File: config.mk
export PLATFORM = sky130hd
export DESIGN_NAME = priority_request_queue_adaptive_wait
export DESIGN_NICKNAME = d
export VERILOG_FILES = /design/src/hdl/prqaw_pkg.sv /design/src/hdl/priority_request_queue_adaptive_wait.sv /design/src/hdl/prqaw_tag_ram.sv /design/src/hdl/prqaw_wait_ctrl.sv
export VERILOG_INCLUDE_DIRS = /design/src /design/src/hdl
export SDC_FILE = /design/constraint.sdc
export NUM_CORES = 1
export LEC_CHECK = 0
export BUFFER_PORTS_ARGS = -buffer_cell sky130_fd_sc_hd__clkbuf_2
export CORE_MARGIN = 1
export CORE_UTILIZATION = 45
export DETAILED_ROUTE_END_ITERATION = 8
export GPL_TIMING_DRIVEN = 0
export PLACE_DENSITY = 0.57
export SLEW_MARGIN = 15
export SYNTH_ARGS = -nofsm -noshare
export SYNTH_HDL_FRONTEND = slang
export SYNTH_SLANG_ARGS = --single-unit
File: constraint.sdc
create_clock -name clk_i -period 8.93 [get_ports clk_i]
set_clock_uncertainty 0.1 [all_clocks]
set_input_delay 1.786 -clock clk_i [delete_from_list [all_inputs] [get_ports clk_i]]
set_output_delay 1.786 -clock clk_i [all_outputs]
set_load 0.005 [all_outputs]
File: src/hdl/assert_macros.svh
// Assertion shorthands used by the queue's top-level RTL file.
`ifndef ASSERT_MACROS_SVH
`define ASSERT_MACROS_SVH

// Property that must hold at every rising clock edge outside reset.
`define PRQAW_ASSERT(label, clk, rst_n, prop, msg) \
  label: assert property (@(posedge clk) disable iff (!rst_n) (prop)) else $error(msg);

// Antecedent in one cycle implies the consequent in the next cycle.
`define PRQAW_ASSERT_NEXT(label, clk, rst_n, ante, cons, msg) \
  label: assert property (@(posedge clk) disable iff (!rst_n) (ante) |=> (cons)) \
    else $error(msg);

`endif

File: src/hdl/prqaw_pkg.sv
`default_nettype none

package prqaw_pkg;

  localparam int unsigned WAIT_W      = 24;
  localparam int unsigned WAIT_TIME_W = 25;
  localparam int unsigned BATCH_W     = 16;
  localparam int unsigned CFG_IDX_W   = 3;
  localparam int unsigned CFG_DATA_W  = 24;

  localparam logic [WAIT_W-1:0]  DEFAULT_WAIT_RST = 24'd10000;
  localparam logic [WAIT_W-1:0]  MIN_WAIT_RST     = 24'd5000;
  localparam logic [WAIT_W-1:0]  MAX_WAIT_RST     = 24'd1000000;
  localparam logic [BATCH_W-1:0] MIN_BATCH_RST    = 16'd32;
  localparam logic [BATCH_W-1:0] MAX_BATCH_RST    = 16'd64;

  typedef enum logic [1:0] {
    FUNC_ENQUEUE  = 2'd0,
    FUNC_DEQUEUE  = 2'd1,
    FUNC_WAIT_END = 2'd2,
    FUNC_SHUTDOWN = 2'd3
  } func_e;

  typedef enum logic [2:0] {
    KIND_ACK     = 3'd0,
    KIND_DELIVER = 3'd1,
    KIND_TIMED   = 3'd2,
    KIND_UNTIMED = 3'd3,
    KIND_EXIT    = 3'd4,
    KIND_DROP    = 3'd5
  } kind_e;

  typedef enum logic [CFG_IDX_W-1:0] {
    CFG_DEFAULT_WAIT = 3'd0,
    CFG_MIN_WAIT     = 3'd1,
    CFG_MAX_WAIT     = 3'd2,
    CFG_MIN_BATCH    = 3'd3,
    CFG_MAX_BATCH    = 3'd4
  } cfg_idx_e;

  typedef struct packed {
    logic [WAIT_W-1:0]  default_wait;
    logic [WAIT_W-1:0]  min_wait;
    logic [WAIT_W-1:0]  max_wait;
    logic [BATCH_W-1:0] min_batch;
    logic [BATCH_W-1:0] max_batch;
  } cfg_t;

  typedef struct packed {
    logic  go;
    func_e func;
    logic  queues_empty;
  } wait_cmd_t;

  typedef struct packed {
    logic                   dormant;
    kind_e                  kind;
    logic [WAIT_TIME_W-1:0] wait_time;
  } wait_rsp_t;

endpackage

`default_nettype wire

File: src/hdl/priority_request_queue_adaptive_wait.sv
// Channel   Handshake             Ports
// command   start_i (busy_o low)  func_i requeued_i unbatched_i tag_i
// result    done_o strobe         kind_o out_tag_o from_retry_o wake_worker_o wait_time_o
// config    cfg_we_i              cfg_addr_i cfg_wdata_i
//
// A command is taken in every cycle; busy_o stays low.
// Each command gives one result beat in the cycle after it is taken.
// Tags sit in one synchronous RAM whose registered read feeds out_tag_o, zeroed unless the beat delivers.
// Reset clears the queue pointers and counts and resets the wait flags and timer; no RAM sweep is needed.
// The result beat cannot be stalled by the receiver.
`default_nettype none

`include "assert_macros.svh"

module priority_request_queue_adaptive_wait #(
  parameter int unsigned QUEUE_DEPTH = 16,
  parameter int unsigned TAG_BITS    = 16
) (
  input  wire logic                                clk_i,
  input  wire logic                                rst_ni,
  input  wire logic                                start_i,
  output      logic                                busy_o,
  input  wire logic [1:0]                          func_i,
  input  wire logic                                requeued_i,
  input  wire logic                                unbatched_i,
  input  wire logic [TAG_BITS-1:0]                 tag_i,
  output      logic                                done_o,
  output      logic [2:0]                          kind_o,
  output      logic [TAG_BITS-1:0]                 out_tag_o,
  output      logic                                from_retry_o,
  output      logic                                wake_worker_o,
  output      logic [prqaw_pkg::WAIT_TIME_W-1:0]   wait_time_o,
  input  wire logic                                cfg_we_i,
  input  wire logic [prqaw_pkg::CFG_IDX_W-1:0]     cfg_addr_i,
  input  wire logic [prqaw_pkg::CFG_DATA_W-1:0]    cfg_wdata_i
);

  localparam int unsigned PtrW   = $clog2(QUEUE_DEPTH);
  localparam int unsigned CntW   = $clog2(QUEUE_DEPTH + 1);
  localparam int unsigned AddrW  = PtrW + 1;
  localparam logic [CntW-1:0] DepthCnt = CntW'(QUEUE_DEPTH);
  localparam logic [PtrW:0]   DepthSum = (PtrW + 1)'(QUEUE_DEPTH);
  localparam logic [PtrW-1:0] LastPtr  = PtrW'(QUEUE_DEPTH - 1);

  prqaw_pkg::cfg_t      cfg_q;
  prqaw_pkg::wait_cmd_t wait_cmd;
  prqaw_pkg::wait_rsp_t wait_rsp;
  prqaw_pkg::func_e     func;

  logic [PtrW-1:0] r_head_q, r_head_d, m_head_q, m_head_d;
  logic [CntW-1:0] r_cnt_q, r_cnt_d, m_cnt_q, m_cnt_d;
  logic [PtrW-1:0] sel_head, tail;
  logic [CntW-1:0] sel_cnt;
  logic [PtrW:0]   tail_sum;

  logic                ram_we, ram_re;
  logic [AddrW-1:0]    ram_waddr, ram_raddr;
  logic [TAG_BITS-1:0] ram_rdata;

  logic                              done_q;
  prqaw_pkg::kind_e                  kind_q, kind_d;
  logic                              from_retry_q, from_retry_d;
  logic                              wake_q, wake_d;
  logic [prqaw_pkg::WAIT_TIME_W-1:0] wait_time_q, wait_time_d;

  assign busy_o = 1'b0;
  assign func   = prqaw_pkg::func_e'(func_i);

  // Configuration registers.
  always_ff @(posedge clk_i or negedge rst_ni) begin
    if (!rst_ni) begin
      cfg_q.default_wait <= prqaw_pkg::DEFAULT_WAIT_RST;
      cfg_q.min_wait     <= prqaw_pkg::MIN_WAIT_RST;
      cfg_q.max_wait     <= prqaw_pkg::MAX_WAIT_RST;
      cfg_q.min_batch    <= prqaw_pkg::MIN_BATCH_RST;
      cfg_q.max_batch    <= prqaw_pkg::MAX_BATCH_RST;
    end else if (cfg_we_i) begin
      case (prqaw_pkg::cfg_idx_e'(cfg_addr_i))
        prqaw_pkg::CFG_DEFAULT_WAIT: cfg_q.default_wait <= cfg_wdata_i;
        prqaw_pkg::CFG_MIN_WAIT:     cfg_q.min_wait     <= cfg_wdata_i;
        prqaw_pkg::CFG_MAX_WAIT:     cfg_q.max_wait     <= cfg_wdata_i;
        prqaw_pkg::CFG_MIN_BATCH:
          cfg_q.min_batch <= cfg_wdata_i[prqaw_pkg::BATCH_W-1:0];
        prqaw_pkg::CFG_MAX_BATCH:
          cfg_q.max_batch <= cfg_wdata_i[prqaw_pkg::BATCH_W-1:0];
        default: begin
        end
      endcase
    end
  end

  // Queue pointers and the result beat registers.
  always_ff @(posedge clk_i or negedge rst_ni) begin
    if (!rst_ni) begin
      r_head_q <= '0;
      r_cnt_q  <= '0;
      m_head_q <= '0;
      m_cnt_q  <= '0;
      done_q   <= 1'b0;
    end else begin
      r_head_q <= r_head_d;
      r_cnt_q  <= r_cnt_d;
      m_head_q <= m_head_d;
      m_cnt_q  <= m_cnt_d;
      done_q   <= start_i;
    end
  end

  always_ff @(posedge clk_i) begin
    if (start_i) begin
      kind_q       <= kind_d;
      from_retry_q <= from_retry_d;
      wake_q       <= wake_d;
      wait_time_q  <= wait_time_d;
    end
  end

  always_comb begin
    sel_head = requeued_i ? r_head_q : m_head_q;
    sel_cnt  = requeued_i ? r_cnt_q : m_cnt_q;
    tail_sum = {1'b0, sel_head} + (PtrW + 1)'(sel_cnt);
    tail     = (tail_sum >= DepthSum) ? PtrW'(tail_sum - DepthSum) : tail_sum[PtrW-1:0];

    r_head_d     = r_head_q;
    r_cnt_d      = r_cnt_q;
    m_head_d     = m_head_q;
    m_cnt_d      = m_cnt_q;
    ram_we       = 1'b0;
    ram_waddr    = {requeued_i, tail};
    ram_re       = 1'b0;
    ram_raddr    = {1'b1, r_head_q};
    kind_d       = prqaw_pkg::KIND_ACK;
    from_retry_d = 1'b0;
    wake_d       = 1'b0;
    wait_time_d  = '0;

    wait_cmd.go           = start_i;
    wait_cmd.func         = func;
    wait_cmd.queues_empty = (r_cnt_q == '0) && (m_cnt_q == '0);

    if (start_i) begin
      case (func)
        prqaw_pkg::FUNC_ENQUEUE: begin
          if (sel_cnt == DepthCnt) begin
            kind_d = prqaw_pkg::KIND_DROP;
          end else begin
            ram_we = 1'b1;
            wake_d = wait_rsp.dormant || unbatched_i;
            if (requeued_i) begin
              r_cnt_d = r_cnt_q + 1'b1;
            end else begin
              m_cnt_d = m_cnt_q + 1'b1;
            end
          end
        end
        prqaw_pkg::FUNC_DEQUEUE: begin
          // The retry queue always wins; the tag arrives from the RAM next cycle.
          if (r_cnt_q != '0) begin
            ram_re       = 1'b1;
            kind_d       = prqaw_pkg::KIND_DELIVER;
            from_retry_d = 1'b1;
            r_head_d     = (r_head_q == LastPtr) ? '0 : r_head_q + 1'b1;
            r_cnt_d      = r_cnt_q - 1'b1;
          end else if (m_cnt_q != '0) begin
            ram_re    = 1'b1;
            ram_raddr = {1'b0, m_head_q};
            kind_d    = prqaw_pkg::KIND_DELIVER;
            m_head_d  = (m_head_q == LastPtr) ? '0 : m_head_q + 1'b1;
            m_cnt_d   = m_cnt_q - 1'b1;
          end else begin
            kind_d      = wait_rsp.kind;
            wait_time_d = wait_rsp.wait_time;
          end
        end
        prqaw_pkg::FUNC_WAIT_END: begin
          kind_d = prqaw_pkg::KIND_ACK;
        end
        prqaw_pkg::FUNC_SHUTDOWN: begin
          wake_d = 1'b1;
        end
        default: begin
        end
      endcase
    end
  end

  prqaw_tag_ram #(
    .ADDR_W (AddrW),
    .DATA_W (TAG_BITS)
  ) u_tag_ram (
    .clk_i   (clk_i),
    .we_i    (ram_we),
    .waddr_i (ram_waddr),
    .wdata_i (tag_i),
    .re_i    (ram_re),
    .raddr_i (ram_raddr),
    .rdata_o (ram_rdata)
  );

  prqaw_wait_ctrl u_wait_ctrl (
    .clk_i  (clk_i),
    .rst_ni (rst_ni),
    .cfg_i  (cfg_q),
    .cmd_i  (wait_cmd),
    .rsp_o  (wait_rsp)
  );

  assign done_o        = done_q;
  assign kind_o        = kind_q;
  assign out_tag_o     = (kind_q == prqaw_pkg::KIND_DELIVER) ? ram_rdata : '0;
  assign from_retry_o  = from_retry_q;
  assign wake_worker_o = wake_q;
  assign wait_time_o   = wait_time_q;

  `PRQAW_ASSERT(a_count_bound, clk_i, rst_ni, (r_cnt_q <= DepthCnt) && (m_cnt_q <= DepthCnt), "queue count beyond depth")
  `PRQAW_ASSERT_NEXT(a_one_beat, clk_i, rst_ni, start_i, done_o, "accepted command gave no result beat")
  `PRQAW_ASSERT(a_deliver_read, clk_i, rst_ni, (done_o && kind_q == prqaw_pkg::KIND_DELIVER) |-> $past(ram_re), "delivered tag without a RAM read")
  `PRQAW_ASSERT(a_wait_only_timed, clk_i, rst_ni, (done_o && wait_time_o != '0) |-> (kind_q == prqaw_pkg::KIND_TIMED && !wait_time_o[prqaw_pkg::WAIT_TIME_W-1]), "wait time on a non-timed beat or out of range")

endmodule

`default_nettype wire

File: src/hdl/prqaw_tag_ram.sv
`default_nettype none

module prqaw_tag_ram #(
  parameter int unsigned ADDR_W = 5,
  parameter int unsigned DATA_W = 16
) (
  input  wire logic              clk_i,
  input  wire logic              we_i,
  input  wire logic [ADDR_W-1:0] waddr_i,
  input  wire logic [DATA_W-1:0] wdata_i,
  input  wire logic              re_i,
  input  wire logic [ADDR_W-1:0] raddr_i,
  output      logic [DATA_W-1:0] rdata_o
);

  localparam int unsigned Entries = 2 ** ADDR_W;

  logic [DATA_W-1:0] mem [Entries];
  logic [DATA_W-1:0] rdata_q;

  always_ff @(posedge clk_i) begin
    if (we_i) begin
      mem[waddr_i] <= wdata_i;
    end
  end

  always_ff @(posedge clk_i) begin
    if (re_i) begin
      rdata_q <= mem[raddr_i];
    end
  end

  assign rdata_o = rdata_q;

endmodule

`default_nettype wire

File: src/hdl/prqaw_wait_ctrl.sv
`default_nettype none

module prqaw_wait_ctrl (
  input  wire logic                 clk_i,
  input  wire logic                 rst_ni,
  input  wire prqaw_pkg::cfg_t      cfg_i,
  input  wire prqaw_pkg::wait_cmd_t cmd_i,
  output      prqaw_pkg::wait_rsp_t rsp_o
);

  logic [prqaw_pkg::BATCH_W-1:0]     batch_q, batch_d, batch_inc;
  logic [prqaw_pkg::WAIT_TIME_W-1:0] wait_q, wait_d, delta, grown_sat, adj;
  logic [prqaw_pkg::WAIT_TIME_W:0]   grown;
  logic                              dormant_q, dormant_d;
  logic                              alive_q, alive_d;
  logic                              untimed;

  always_ff @(posedge clk_i or negedge rst_ni) begin
    if (!rst_ni) begin
      batch_q   <= '0;
      wait_q    <= {1'b0, prqaw_pkg::DEFAULT_WAIT_RST};
      dormant_q <= 1'b0;
      alive_q   <= 1'b1;
    end else begin
      batch_q   <= batch_d;
      wait_q    <= wait_d;
      dormant_q <= dormant_d;
      alive_q   <= alive_d;
    end
  end

  always_comb begin
    batch_inc = (batch_q == '1) ? batch_q : batch_q + 1'b1;
    delta     = {2'b00, wait_q[prqaw_pkg::WAIT_TIME_W-1:2]};
    grown     = {1'b0, wait_q} + {1'b0, delta};
    grown_sat = grown[prqaw_pkg::WAIT_TIME_W] ? '1 : grown[prqaw_pkg::WAIT_TIME_W-1:0];

    // The wait moves by a quarter before it is clamped.
    if (batch_inc < cfg_i.min_batch) begin
      adj = grown_sat;
    end else if (batch_inc > cfg_i.max_batch) begin
      adj = wait_q - delta;
    end else begin
      adj = wait_q;
    end

    batch_d   = batch_q;
    wait_d    = wait_q;
    dormant_d = dormant_q;
    alive_d   = alive_q;
    untimed   = 1'b0;

    if (cmd_i.go) begin
      case (cmd_i.func)
        prqaw_pkg::FUNC_WAIT_END: begin
          dormant_d = 1'b0;
          wait_d    = {1'b0, cfg_i.default_wait};
        end
        prqaw_pkg::FUNC_SHUTDOWN: begin
          alive_d = 1'b0;
        end
        prqaw_pkg::FUNC_DEQUEUE: begin
          batch_d = batch_inc;
          if (cmd_i.queues_empty && alive_q) begin
            batch_d = '0;
            if (adj >= {1'b0, cfg_i.max_wait}) begin
              if (dormant_q) begin
                wait_d  = {1'b0, cfg_i.default_wait};
                untimed = 1'b1;
              end else begin
                wait_d    = {1'b0, cfg_i.max_wait};
                dormant_d = 1'b1;
              end
            end else if (adj < {1'b0, cfg_i.min_wait}) begin
              wait_d = {1'b0, cfg_i.min_wait};
            end else begin
              wait_d = adj;
            end
          end
        end
        default: begin
        end
      endcase
    end

    rsp_o.dormant = dormant_q;
    if (!alive_q) begin
      rsp_o.kind      = prqaw_pkg::KIND_EXIT;
      rsp_o.wait_time = '0;
    end else if (untimed) begin
      rsp_o.kind      = prqaw_pkg::KIND_UNTIMED;
      rsp_o.wait_time = '0;
    end else begin
      rsp_o.kind      = prqaw_pkg::KIND_TIMED;
      rsp_o.wait_time = wait_d;
    end
  end

endmodule

`default_nettype wire

==> out/results.ini <==
[detailed_routing]
wirelength_met1_mm=43.52
dr_wl_met3_mm=5.931
drc=0
wl_per_cell_um=25.66
top_layer_used=met4
ant_nets=0
routed_wl_mm=102.8
vias=23510
met2WireLength_mm=48.53
via_per_inst=5.865
initialDrtViolationCount=2405
dr.pass1.iters=6

[placed_design]
place_congestion=0.9164
place_ws_ns=-1.592
numPortBuffers=97
post-dp-hpwl_mm=73.06

[hold_path]
hold_class=flip-flop to flip-flop
hold_depth=1

[critical_path]
setup.worst_path.class=flip-flop to flip-flop
slowest_stage=or4_1
start_kind=flip-flop
worstRegToRegCells=34
endpoint_kind=flip-flop
arrival_ns=8.79
cp.required_ns=9.14
slowest_delay_ns=0.53
worst_path_most_repeated_cell=and3_1
critPathMaxFanout=10

[pwr]
power_leakage_nw=14.91
vdd_ir_drop_max_v=0.0001724
p_per_area_nw_per_um2=305.4

[clock_network]
clk_pin_slew_worst_paths_ns=0.06
clk_latency_ns=0.65
clk_path_buf_depth=3
cts-buffers-inserted=80
cts.sinks=724
cts_max_level=3
cts_root_buf=clkbuf_16
cts_tree=yes

[yosys]
synthXorXnorAreaFrac=0.01585
synth_edf_count=558
synth_cell_types=83
synthTopCellsByArea=edfxtp_1 48%, dfrtp_1 10%, mux4_2 8.3%
ys_seq_area_frac=0.6004
synth_compound_area_frac=0.09463
synth_top_area_frac=0.4804
synthFlopType=edfxtp_1
synth_top_family_by_area=multiplexers
syn-cell-area_um2=34880
synth-seq-cells=724
yosys_warnings=0
synth_nets=2887
async_reset_ff_frac=0.2293
synth-adder-area-share=0.05309
synth_most_common_cell=edfxtp_1
yosysTopAreaCell=edfxtp_1
syn_inst=2691
avgSynthCellArea_um2=12.96
synthMuxAreaShare=0.1070
yosys.area_share.simple=0.09685
yosys-top-cells-count=558 x edfxtp_1, 350 x nand2_1, 190 x o21ai_0, 145 x inv_1, 141 x dfrtp_1

[sta]
setup_viol=0
fin_crit_sh=0.9606
worst_slack_ns=0.3518
hold_viol_final=0
relSlewSlack=0.2119
worst_hold_slack_ns=0.3883
slew_viol_final=0
fin_crit_ns=8.578
tightest_slew_ns=1.174
max_clock_freq_ghz=0.1166
rsz0062_at_grt=yes

[grt]
grt_max_degree=85
overflow=0
grt_pass1_vias=23600
grt_first_pass_wirelength_mm=152.0
antenna_found_initial=1
grt_usage=0.2636

[die]
die_w_um=280.4
io_pins=99
die_y_um=280.4
core_area_um2=76330
start_util=0.4570
rows=101
dieArea_um2=78630

[cells_and_area]
drive_gt1_frac=0.1951
num_antenna_cells=0
nFillCells=6484
seq_area_um2=20940
area.growth.synth_to_final_pct=15.43
multi_input_area_um2=13060
nNetsFinal=3108

[job]
max-cap-violations=0

[outcome]
status=complete, no violations

-- cells in the final DEF (no fill, tap or decap), drive strengths merged, types with 83 or more instances in the layout --
master and count:
edfxtp 558, a21oi 117, o21ai 217, nor2 108, nand2 351, mux4 128, buf 83, dfrtp 141
clkbuf 291, inv 149, nand3 131, ha 140
-- area by class of cell --
type | instances | share of cell area
multi-input combinational | 1683 | 0.3244
buffer | 137 | 0.01498
timing repair buffer | 140 | 0.02607
clock inverter | 51 | 0.01703
inverter | 146 | 0.01361
clock buffer | 97 | 0.05180
sequential | 724 | 0.5201
tap | 1030 | 0.03201
-- worst paths after layout --
path	from	end	slack (ns)
setup reg to reg	u_wait_ctrl.batch_q[0]	wait_time_o[20]	0.35
hold reg to reg	m_cnt_q[4]	m_cnt_q[4]	0.39
max in group asynchronous	rst_ni	u_wait_ctrl.wait_q[13]	6.68
min in group asynchronous	rst_ni	cfg_q[29]	1.09
hold / removal	m_cnt_q[4]	m_cnt_q[4]	0.39
setup / recovery	u_wait_ctrl.batch_q[0]	wait_time_o[20]	0.35
-- stage by stage --
stage	std cells	utilization	area (µm²)	power (mW)	setup TNS, ns
2_1_floorplan	2691	-	34880	7.292	0
3_3_place_gp	3818	0.4802	36660	8.689	-50.41
3_5_place_dp	3854	0.4881	37260	8.778	-52.54
4_1_cts	4005	0.5258	40140	12.28	0
5_1_grt	4008	0.5275	40260	12.90	-0.03438
6_report	4008	0.5275	40260	12.30	0
-- power breakdown --
group	switching, mW	internal [mW]	leakage [nW]
registers	0.244	3.94	7.07
logic	2.87	1.79	6.51
clock network	1.41	2.04	1.33
-- worst max-delay path, delay by kind of cell, from the launching register on --
kind            cells  cell delay, ns
xor+xnor            1            0.25
mux                 1            0.34
flops               1            0.44
buf+inv             6            0.99
fa+ha+maj           3            0.89
compound gates     12            2.90
simple gates       11            2.32
-- metal layers --
| metal | global-route usage | up-vias |
|---|---|---|
| li1 | - | 10550 |
| met1 | 0.3500 | 11920 |
| met2 | 0.4285 | 823 |
| met3 | 0.04255 | 214 |
| met4 | 0.1146 | 0 |
| met5 | 0 | - |
-- cell families (layout without fill, tap and decap cells) --
| logic type | Yosys count | after routing |
|---|---|---|
| adder cells (fa/ha/maj) | 145 | 145 |
| AND/OR/NAND/NOR | 745 | 745 |
| flip-flops | 724 | 724 |
| buffers and inverters | 284 | 571 |
| multiplexers | 206 | 206 |
| XOR/XNOR | 61 | 61 |
| AO/OA/AOI/OAI | 525 | 525 |
| other | 1 | 1 |
-- timing repair --
action	in CTS	in global routing
setup endpoints to repair	51	48
gates resized for setup	29	30
hold buffers	0	0
setup buffers	4	3
pin swaps	2	2
-- registers in the layout (all words and copies together), names as in the netlist, 3 cells and up --
register,count
u_tag_ram.mem,512
cfg_q,104
u_wait_ctrl.wait_q,25
wait_time_o,25
u_tag_ram.rdata_o,16
u_wait_ctrl.batch_q,16
m_cnt_q,5
r_cnt_q,5
m_head_q,4
r_head_q,4
kind_o,3
No activity file was read; power rests on OpenSTA's default activity.
